`config.mk`:
```
export PLATFORM = sky130hd
export DESIGN_NAME = integer_to_ascii_radix_top
export DESIGN_NICKNAME = d
export VERILOG_FILES = /design/src/sv/itoa_pkg.sv /design/src/sv/itoa_divider.sv /design/src/sv/integer_to_ascii_radix_top.sv
export SDC_FILE = /design/constraint.sdc
export NUM_CORES = 1
export LEC_CHECK = 0
export BUFFER_PORTS_ARGS = -buffer_cell sky130_fd_sc_hd__clkbuf_2
export CORE_MARGIN = 1.5
export CORE_UTILIZATION = 55
export DETAILED_ROUTE_END_ITERATION = 8
export HOLD_SLACK_MARGIN = 0.05
export PLACE_DENSITY = 0.76
export SLEW_MARGIN = 10
export SYNTH_ARGS = -nofsm -noshare
export SYNTH_HDL_FRONTEND = slang
export SYNTH_SLANG_ARGS = --single-unit
```
`constraint.sdc`:
```
create_clock -name clk -period 2.94 [get_ports clk]
set_input_delay 0.441 -clock clk [delete_from_list [all_inputs] [get_ports clk]]
set_output_delay 0.441 -clock clk [all_outputs]
set_load 0.03 [all_outputs]
```
`src/sv/itoa_pkg.sv`:
```
// itoa_pkg: shared types, constants and character helpers for the integer to ASCII block.
// Used by itoa_divider and integer_to_ascii_radix_top; depends on nothing.
package itoa_pkg;

	localparam int MAX_DIGITS = 32;
	localparam int VALUE_W    = 64;
	localparam int NARROW_W   = 32;
	localparam int DIG_IDX_W  = $clog2(MAX_DIGITS);
	localparam int DIG_CNT_W  = $clog2(MAX_DIGITS + 1);
	localparam int BIT_CNT_W  = $clog2(VALUE_W);
	localparam int RADIX_W    = 5;
	localparam int CHAR_W     = 8;
	localparam int COUNT_W    = 32;
	localparam int CFG_IDX_W  = 2;

	localparam logic [1:0] MODE_SDEC = 2'd0;
	localparam logic [1:0] MODE_URAD = 2'd1;
	localparam logic [1:0] MODE_HEX  = 2'd2;
	localparam logic [1:0] MODE_PTR  = 2'd3;

	localparam logic [CFG_IDX_W-1:0] CFG_CHARS_LOW  = 2'd0;
	localparam logic [CFG_IDX_W-1:0] CFG_CHARS_HIGH = 2'd1;
	localparam logic [CFG_IDX_W-1:0] CFG_RADIX      = 2'd2;

	localparam logic [63:0] CHARS_LOW_RST  = 64'h3736353433323130;
	localparam logic [63:0] CHARS_HIGH_RST = 64'h6665646362613938;
	localparam logic [RADIX_W-1:0] RADIX_RST = 5'd10;
	localparam logic [RADIX_W-1:0] RADIX_MIN = 5'd2;
	localparam logic [RADIX_W-1:0] RADIX_MAX = 5'd16;
	localparam logic [RADIX_W-1:0] RADIX_DEC = 5'd10;

	localparam logic [CHAR_W-1:0] CH_MINUS = 8'h2d;
	localparam logic [CHAR_W-1:0] CH_LPAR  = 8'h28;
	localparam logic [CHAR_W-1:0] CH_N     = 8'h6e;
	localparam logic [CHAR_W-1:0] CH_I     = 8'h69;
	localparam logic [CHAR_W-1:0] CH_L     = 8'h6c;
	localparam logic [CHAR_W-1:0] CH_RPAR  = 8'h29;
	localparam logic [CHAR_W-1:0] CH_ZERO  = 8'h30;
	localparam logic [CHAR_W-1:0] CH_X     = 8'h78;
	localparam logic [CHAR_W-1:0] CH_A_OFS = 8'h57;

	typedef enum logic [2:0] {
		ST_IDLE,
		ST_PREFIX,
		ST_DIV_START,
		ST_DIV_WAIT,
		ST_RD,
		ST_EMIT
	} state_t;

	typedef enum logic [1:0] {
		PRE_NONE,
		PRE_MINUS,
		PRE_HEX,
		PRE_NIL
	} prefix_t;

	typedef struct packed {
		logic start;
		logic wide;
	} div_ctl_t;

	typedef struct packed {
		logic busy;
		logic done;
	} div_sts_t;

	function automatic logic [CHAR_W-1:0] lower_hex_char(input logic [3:0] d);
		logic [CHAR_W-1:0] dx;
		dx = {4'b0, d};
		return (d < 4'd10) ? CH_ZERO + dx : CH_A_OFS + dx;
	endfunction

	function automatic logic [CHAR_W-1:0] alphabet_char(input logic [63:0] lo,
		input logic [63:0] hi, input logic [3:0] d);
		logic [127:0] alpha;
		alpha = {hi, lo};
		return alpha[{d, 3'b000} +: CHAR_W];
	endfunction

	function automatic logic [CHAR_W-1:0] prefix_char(input prefix_t kind,
		input logic [2:0] idx);
		logic [CHAR_W-1:0] c;
		c = CH_MINUS;
		unique case (kind)
			PRE_HEX: c = (idx == 3'd0) ? CH_ZERO : CH_X;
			PRE_NIL: begin
				unique case (idx)
					3'd0: c = CH_LPAR;
					3'd1: c = CH_N;
					3'd2: c = CH_I;
					3'd3: c = CH_L;
					default: c = CH_RPAR;
				endcase
			end
			default: c = CH_MINUS;
		endcase
		return c;
	endfunction

endpackage

```
`src/sv/itoa_divider.sv`:
```
// itoa_divider: restoring divider, one quotient bit per cycle, by a radix of 2 to 16.
// Depends on itoa_pkg.
module itoa_divider (
	input  logic                         clk,
	input  logic                         arst_n,
	input  itoa_pkg::div_ctl_t           ctl,
	input  logic [itoa_pkg::RADIX_W-1:0] radix,
	input  logic [itoa_pkg::VALUE_W-1:0] dividend,
	output itoa_pkg::div_sts_t           sts,
	output logic [itoa_pkg::VALUE_W-1:0] quotient,
	output logic [3:0]                   remainder
);
	import itoa_pkg::*;

	logic [VALUE_W-1:0]   work_q;
	logic [3:0]           rem_q;
	logic [BIT_CNT_W-1:0] cnt_q;
	logic                 wide_q;
	logic                 busy_q;
	logic                 done_q;

	logic                 msb;
	logic [RADIX_W-1:0]   trial;
	logic                 qbit;
	logic [3:0]           rem_d;
	logic [VALUE_W-1:0]   work_d;

	always_comb begin
		msb    = wide_q ? work_q[VALUE_W-1] : work_q[NARROW_W-1];
		trial  = {rem_q, msb};
		qbit   = (trial >= radix);
		rem_d  = qbit ? 4'(trial - radix) : trial[3:0];
		work_d = wide_q ? {work_q[VALUE_W-2:0], qbit}
			: {{(VALUE_W-NARROW_W){1'b0}}, work_q[NARROW_W-2:0], qbit};
	end

	always_ff @(posedge clk or negedge arst_n) begin
		if (!arst_n) begin
			busy_q <= 1'b0;
			done_q <= 1'b0;
			cnt_q  <= '0;
			wide_q <= 1'b0;
			work_q <= '0;
			rem_q  <= '0;
		end else begin
			done_q <= 1'b0;
			if (ctl.start) begin
				busy_q <= 1'b1;
				wide_q <= ctl.wide;
				work_q <= dividend;
				rem_q  <= '0;
				cnt_q  <= ctl.wide ? BIT_CNT_W'(VALUE_W - 1) : BIT_CNT_W'(NARROW_W - 1);
			end else if (busy_q) begin
				work_q <= work_d;
				rem_q  <= rem_d;
				cnt_q  <= cnt_q - 1'b1;
				if (cnt_q == '0) begin
					busy_q <= 1'b0;
					done_q <= 1'b1;
				end
			end
		end
	end

	assign sts.busy  = busy_q;
	assign sts.done  = done_q;
	assign quotient  = work_q;
	assign remainder = rem_q;

endmodule

```
`src/sv/integer_to_ascii_radix_top.sv`:
```
// integer_to_ascii_radix_top: converts a number to ASCII text, one character per output transfer.
// Depends on itoa_pkg and itoa_divider.
//
// usage
// s_tdata carries the value, s_tuser the mode (0 signed decimal, 1 unsigned in the
// configured radix, 2 64-bit hex, 3 pointer). s_tready is high only while idle.
// m_tdata carries the character in bits 7..0 and the running character count in
// bits 39..8; m_tlast marks the final character of a conversion.
// cfg_valid/cfg_ready write cfg_data to register cfg_index (0 low alphabet, 1 high
// alphabet, 2 radix); cfg_ready is always high, write only while idle.
// timing: each digit takes one pass of the shared bit-serial divider, over 32 bits for
// modes 0 and 1 and 64 bits for modes 2 and 3; each character is then read out of the
// digit memory (ST_RD) before it is emitted (ST_EMIT), prefix characters go out directly.
// The first character is loaded into the output register from ST_PREFIX for a prefixed
// value, otherwise only after the whole digit split.
// reset clears the state machine, the output valid flag and the character count and
// loads the default alphabet "0123456789abcdef" and radix 10.
// when the receiver stalls the held character stays on m_tdata and the block waits before loading its next character.
module integer_to_ascii_radix_top (
	input  logic                           clk,
	input  logic                           arst_n,
	input  logic                           s_tvalid,
	output logic                           s_tready,
	input  logic [63:0]                    s_tdata,   // value[63:0]
	input  logic [1:0]                     s_tuser,   // mode[1:0]
	output logic                           m_tvalid,
	input  logic                           m_tready,
	output logic [39:0]                    m_tdata,   // out_char[7:0], total_count[39:8]
	output logic                           m_tlast,   // last
	input  logic                           cfg_valid,
	output logic                           cfg_ready,
	input  logic [itoa_pkg::CFG_IDX_W-1:0] cfg_index,
	input  logic [63:0]                    cfg_data
);
	import itoa_pkg::*;

	state_t               state_q, state_d;
	logic [63:0]          chars_low_q, chars_high_q;
	logic [RADIX_W-1:0]   radix_cfg_q;
	logic [COUNT_W-1:0]   char_cnt_q;

	logic [1:0]           mode_q;
	logic [RADIX_W-1:0]   radix_q;
	logic [VALUE_W-1:0]   work_q;
	prefix_t              pre_kind_q;
	logic [2:0]           pre_idx_q;
	logic [DIG_CNT_W-1:0] dig_total_q;
	logic [DIG_CNT_W-1:0] emit_idx_q;

	logic [3:0]           dig_mem [MAX_DIGITS];
	logic [3:0]           rd_data_q;
	logic [DIG_CNT_W-1:0] rd_ptr;

	logic                 m_valid_q;
	logic [CHAR_W-1:0]    m_char_q;
	logic                 m_last_q;
	logic [COUNT_W-1:0]   m_count_q;

	div_ctl_t             div_ctl;
	div_sts_t             div_sts;
	logic [VALUE_W-1:0]   div_quot;
	logic [3:0]           div_rem;

	logic                 accept;
	logic                 out_free;
	logic                 out_load;
	logic [CHAR_W-1:0]    out_char_d;
	logic                 out_last_d;
	logic                 pre_end;
	logic                 dig_we;
	logic                 split_end;
	logic [DIG_CNT_W-1:0] dig_next;

	logic [NARROW_W-1:0]  in_low;
	logic [NARROW_W-1:0]  in_mag;
	logic [VALUE_W-1:0]   in_work;
	prefix_t              in_pre;
	logic [RADIX_W-1:0]   in_radix;
	logic [RADIX_W-1:0]   radix_clamp;

	assign accept    = s_tvalid && s_tready;
	assign out_free  = !m_valid_q || m_tready;
	assign cfg_ready = 1'b1;
	assign rd_ptr    = emit_idx_q - 1'b1;
	assign dig_next  = dig_total_q + 1'b1;

	always_comb begin
		in_low = s_tdata[NARROW_W-1:0];
		in_mag = in_low[NARROW_W-1] ? NARROW_W'(-in_low) : in_low;
		radix_clamp = (radix_cfg_q < RADIX_MIN) ? RADIX_MIN
			: (radix_cfg_q > RADIX_MAX) ? RADIX_MAX : radix_cfg_q;
		in_work  = s_tdata;
		in_pre   = PRE_NONE;
		in_radix = RADIX_MAX;
		unique case (s_tuser)
			MODE_SDEC: begin
				in_work  = {{(VALUE_W-NARROW_W){1'b0}}, in_mag};
				in_pre   = in_low[NARROW_W-1] ? PRE_MINUS : PRE_NONE;
				in_radix = RADIX_DEC;
			end
			MODE_URAD: begin
				in_work  = {{(VALUE_W-NARROW_W){1'b0}}, in_low};
				in_radix = radix_clamp;
			end
			MODE_HEX: in_pre = PRE_NONE;
			default: in_pre = (s_tdata == '0) ? PRE_NIL : PRE_HEX;
		endcase
	end

	// next state
	always_comb begin
		state_d = state_q;
		unique case (state_q)
			ST_IDLE: begin
				if (accept) begin
					state_d = (in_pre == PRE_NONE) ? ST_DIV_START : ST_PREFIX;
				end
			end
			ST_PREFIX: begin
				if (out_free && pre_end) begin
					state_d = (pre_kind_q == PRE_NIL) ? ST_IDLE : ST_DIV_START;
				end
			end
			ST_DIV_START: state_d = ST_DIV_WAIT;
			ST_DIV_WAIT: begin
				if (div_sts.done) begin
					state_d = split_end ? ST_RD : ST_DIV_START;
				end
			end
			ST_RD: state_d = ST_EMIT;
			ST_EMIT: begin
				if (out_free) begin
					state_d = (emit_idx_q == DIG_CNT_W'(1)) ? ST_IDLE : ST_RD;
				end
			end
			default: state_d = ST_IDLE;
		endcase
	end

	// outputs
	always_comb begin
		s_tready      = (state_q == ST_IDLE);
		div_ctl.start = (state_q == ST_DIV_START);
		div_ctl.wide  = mode_q[1];
		pre_end       = (pre_kind_q == PRE_NIL) ? (pre_idx_q == 3'd4)
			: (pre_kind_q == PRE_HEX) ? (pre_idx_q == 3'd1) : 1'b1;
		split_end     = (div_quot == '0) || (dig_next == DIG_CNT_W'(MAX_DIGITS));
		dig_we        = (state_q == ST_DIV_WAIT) && div_sts.done;
		out_load      = 1'b0;
		out_char_d    = prefix_char(pre_kind_q, pre_idx_q);
		out_last_d    = 1'b0;
		unique case (state_q)
			ST_PREFIX: begin
				out_load   = out_free;
				out_last_d = (pre_kind_q == PRE_NIL) && pre_end;
			end
			ST_EMIT: begin
				out_load   = out_free;
				out_char_d = (mode_q == MODE_PTR) ? lower_hex_char(rd_data_q)
					: alphabet_char(chars_low_q, chars_high_q, rd_data_q);
				out_last_d = (emit_idx_q == DIG_CNT_W'(1));
			end
			default: out_load = 1'b0;
		endcase
	end

	always_ff @(posedge clk or negedge arst_n) begin
		if (!arst_n) begin
			state_q      <= ST_IDLE;
			chars_low_q  <= CHARS_LOW_RST;
			chars_high_q <= CHARS_HIGH_RST;
			radix_cfg_q  <= RADIX_RST;
			char_cnt_q   <= '0;
			m_valid_q    <= 1'b0;
			work_q       <= '0;
			dig_total_q  <= '0;
			emit_idx_q   <= '0;
			pre_idx_q    <= '0;
			pre_kind_q   <= PRE_NONE;
			mode_q       <= MODE_SDEC;
			radix_q      <= RADIX_RST;
		end else begin
			state_q <= state_d;
			if (cfg_valid && cfg_ready) begin
				unique case (cfg_index)
					CFG_CHARS_LOW:  chars_low_q  <= cfg_data;
					CFG_CHARS_HIGH: chars_high_q <= cfg_data;
					CFG_RADIX:      radix_cfg_q  <= cfg_data[RADIX_W-1:0];
					default: ;
				endcase
			end
			if (accept) begin
				mode_q      <= s_tuser;
				radix_q     <= in_radix;
				work_q      <= in_work;
				pre_kind_q  <= in_pre;
				pre_idx_q   <= '0;
				dig_total_q <= '0;
			end
			if (state_q == ST_PREFIX && out_free) begin
				pre_idx_q <= pre_idx_q + 1'b1;
			end
			if (dig_we) begin
				work_q      <= div_quot;
				dig_total_q <= dig_next;
				emit_idx_q  <= dig_next;
			end
			if (state_q == ST_EMIT && out_free) begin
				emit_idx_q <= rd_ptr;
			end
			if (out_load) begin
				m_valid_q  <= 1'b1;
				char_cnt_q <= char_cnt_q + 1'b1;
			end else if (m_tready) begin
				m_valid_q <= 1'b0;
			end
		end
	end

	always_ff @(posedge clk) begin
		if (out_load) begin
			m_char_q  <= out_char_d;
			m_last_q  <= out_last_d;
			m_count_q <= char_cnt_q + 1'b1;
		end
	end

	// digit memory
	always_ff @(posedge clk) begin
		if (dig_we) begin
			dig_mem[dig_total_q[DIG_IDX_W-1:0]] <= div_rem;
		end
		rd_data_q <= dig_mem[rd_ptr[DIG_IDX_W-1:0]];
	end

	itoa_divider u_div (
		.clk       (clk),
		.arst_n    (arst_n),
		.ctl       (div_ctl),
		.radix     (radix_q),
		.dividend  (work_q),
		.sts       (div_sts),
		.quotient  (div_quot),
		.remainder (div_rem)
	);

	assign m_tvalid = m_valid_q;
	assign m_tdata  = {m_count_q, m_char_q};
	assign m_tlast  = m_last_q;

endmodule
```
==> reports/results.ini <==
[status]
outcome = completed

[setup_path]
ff2ff_path_depth = 3
critical_path.cell_chain = and4b_2 -> nand2_1 -> nor3_1
rrSetupSlack_ns = 0.40
critPathKind = register to register
regToRegEndpoint = dig_mem[27][0]$_DFFE_PP_
crit_fanout = 17
critPathCaptureType = register
start_kind = register
critPathArrivalTime_ns = 2.78
max_stage_delay_ns = 0.67
r2r_start = state_q[1]$_DFFE_PN0P_
slowest_stage = dfrtp_1
required_ns = 3.18

[logic_synthesis]
synth_edf_count = 169
async_flop_share = 0.659
postSynthRegisterBits = 507
ys_top_cells_by_area = dfrtp_1 (29%), edfxtp_1 (21%), mux2_2 (6.9%), dfstp_2 (6.7%), mux4_2 (6.2%)
avgSynthCellArea_um2 = 12.5
ys_types = 81
yosysWarningCount = 0
synth_top_cell_by_area = dfrtp_1
ys.flop_type = dfrtp_1
syn_inst = 1896
ys_seq_area_frac = 0.573
syn_area_um2 = 23700
synthesis.nets = 2055
synth_top_area_frac = 0.289

[flow_run]
max_cap_violations = 0

[placed_design]
routabilityCongestion = 0.880
dp_hpwl_um = 36400
dp_cells = 2540
port_buffers = 179
post-place-ws_ns = 0.441
place_area_um2 = 25300

[sta]
finalWorstSetupSlack_ns = 0.397
timing.hold.ws_ns = 0.0725
final.setup.tns_ns = 0
setup_viol = 0
fin_worst_skew_ns = 0.0168
max_freq_ghz = 0.393
grt_setup_unrepaired = no
slew_headroom = 0.445
hold_viol_final = 0
final_max_slew_viol_count = 0
fin_crit_sh = 0.865
worst_slew_pin_slew_ns = 0.833
fin_crit_ns = 2.54

[min_path]
min-delay-start = s_tdata[53]
whs_path_depth = 3
min_to = work_q[53]$_DFFE_PN0P_
min_path_type = input pin to register

[power]
ir_drop_mv = 0.542
power.total_mw = 23.0
p_leak_nw = 11.0
p_per_area_nw_per_um2 = 847

[cells_and_area]
finalInstanceArea_um2 = 27200
multi_input_area_um2 = 9400
seq_area_um2 = 13600
drive_gt1_frac = 0.293
num-fill-cells = 3102
area_growth_pct = 14.6
stdcell_count = 2642
layout_commonest_cell = dfrtp_1
finalCoreUtilization = 0.643
finish.net_count = 2219
final_cell_mix = dfrtp_1 (272), clkbuf_2 (178), edfxtp_1 (169)

[grt]
grt_pass1_wl_um = 88900
grt_pass1_vias = 16400
grt_max_degree = 82
gr-total-overflow = 0
track_usage = 0.253
antenna_found_initial = 2

[floorplanning]
core-area_um2 = 42200
placementRows = 75
die_h_um = 211
start_util = 0.561
dieArea_um2 = 44300
die_w_um = 211
ios = 181

[drt]
vias = 16200
first_pass_iters = 6
ant_nets = 0
viasPerCell = 6.13
wirelength_um = 54700
routedWlPerCell_um = 20.7
post-route-drc-count = 0
dr.first_iter.drc_count = 1390

[clock_tree]
cts_tree = built
cts.sink_count = 507
ctsResizeCount = 0
clockBufferDepth = 3
root_buffer = clkbuf_16
h-tree-depth = 2
clk_pin_slew_ns = 0.06
insertion_delay_ns = 0.61
cts_buffers = 51

cell usage after synthesis (all sizes together), types with 23 or more instances:
cell / count
xnor2: 36
nor2b: 38
dfstp: 60
a31oi: 47
o21ai: 61
a21oi: 94
inv: 62
nor4: 34
nor2: 162
mux2: 147
edfxtp: 169
dfrtp: 274
xor2: 47
mux2i: 59
buf: 23
nor3: 44
a222oi: 36
clkbuf: 105
nand4: 27
mux4: 65
nand3: 33
nand2: 91
cells by family after synthesis:
family          Yosys count  synth area share
xor+xnor                 83            0.0310
mux                     271             0.157
compound gates          322            0.0896
fa+ha+maj                22            0.0119
flops                   507             0.573
buf+inv                 190            0.0312
simple gates            500             0.106
other cells               1          0.000158
worst max-delay path by stage:
stage / startpoint / endpoint / slack [ns] / cells after the start
after floorplan: emit_idx_q[0]$_DFFE_PN0P_ / rd_data_q[2]$_DFF_P_ / 0.08 / 11
after global placement: s_tdata[14] / work_q[30]$_DFFE_PN0P_ / 0.54 / 6
after detailed placement: state_q[1]$_DFFE_PN0P_ / dig_mem[27][0]$_DFFE_PP_ / 0.44 / 3
after CTS: state_q[1]$_DFFE_PN0P_ / dig_mem[27][0]$_DFFE_PP_ / 0.40 / 3
after global routing: state_q[1]$_DFFE_PN0P_ / dig_mem[27][3]$_DFFE_PP_ / 0.30 / 3
final: state_q[1]$_DFFE_PN0P_ / dig_mem[27][0]$_DFFE_PP_ / 0.40 / 3
final cells by class:
| class | instances | share of cell area |
|---|---|---|
| Inverter | 62 | 0.00857 |
| Multi-Input combinational cell | 1199 | 0.346 |
| Clock buffer | 74 | 0.0550 |
| Timing Repair Buffer | 239 | 0.0547 |
| Antenna cell | 2 | 0.000184 |
| Clock inverter | 20 | 0.00982 |
| Tap cell | 539 | 0.0248 |
| Sequential cell | 507 | 0.501 |
critical path: cells and delay by family, from the launching register on:
| family | cells | cell delay, ns |
|---|---|---|
| AND/OR/NAND/NOR | 3 | 1.49 |
| flip-flops | 1 | 0.67 |
metal layers:
layer | share of wire | GRT usage | vias to the layer above
met5 | 0 | 0 | -
met3 | 0.059 | 0.0405 | 90
met1 | 0.41 | 0.342 | 8180
met4 | 0.023 | 0.0665 | 0
li1 | - | - | 7392
met2 | 0.50 | 0.427 | 539
sequential cells by signal (all words and copies together) (netlist names), 5 cells and up:
| signal | cells |
|---|---|
| char_cnt_q | 32 |
| chars_high_q | 64 |
| chars_low_q | 64 |
| dig_mem | 128 |
| dig_total_q | 6 |
| emit_idx_q | 6 |
| m_char_q | 8 |
| m_count_q | 32 |
| radix_cfg_q | 5 |
| radix_q | 5 |
| u_div.cnt_q | 6 |
| u_div.quotient | 64 |
| work_q | 64 |
power by group:
part	switching, mW	internal, mW	leakage, nW
logic	3.20	2.69	4.61
registers	1.28	9.08	5.51
clock network	2.76	3.98	0.875
what timing repair did:
item	4_1_cts	5_1_grt
buffers inserted	0	0
hold buffers	6	0
endpoints found under the hold margin	59	0
Power figures use the tool's default switching activity.
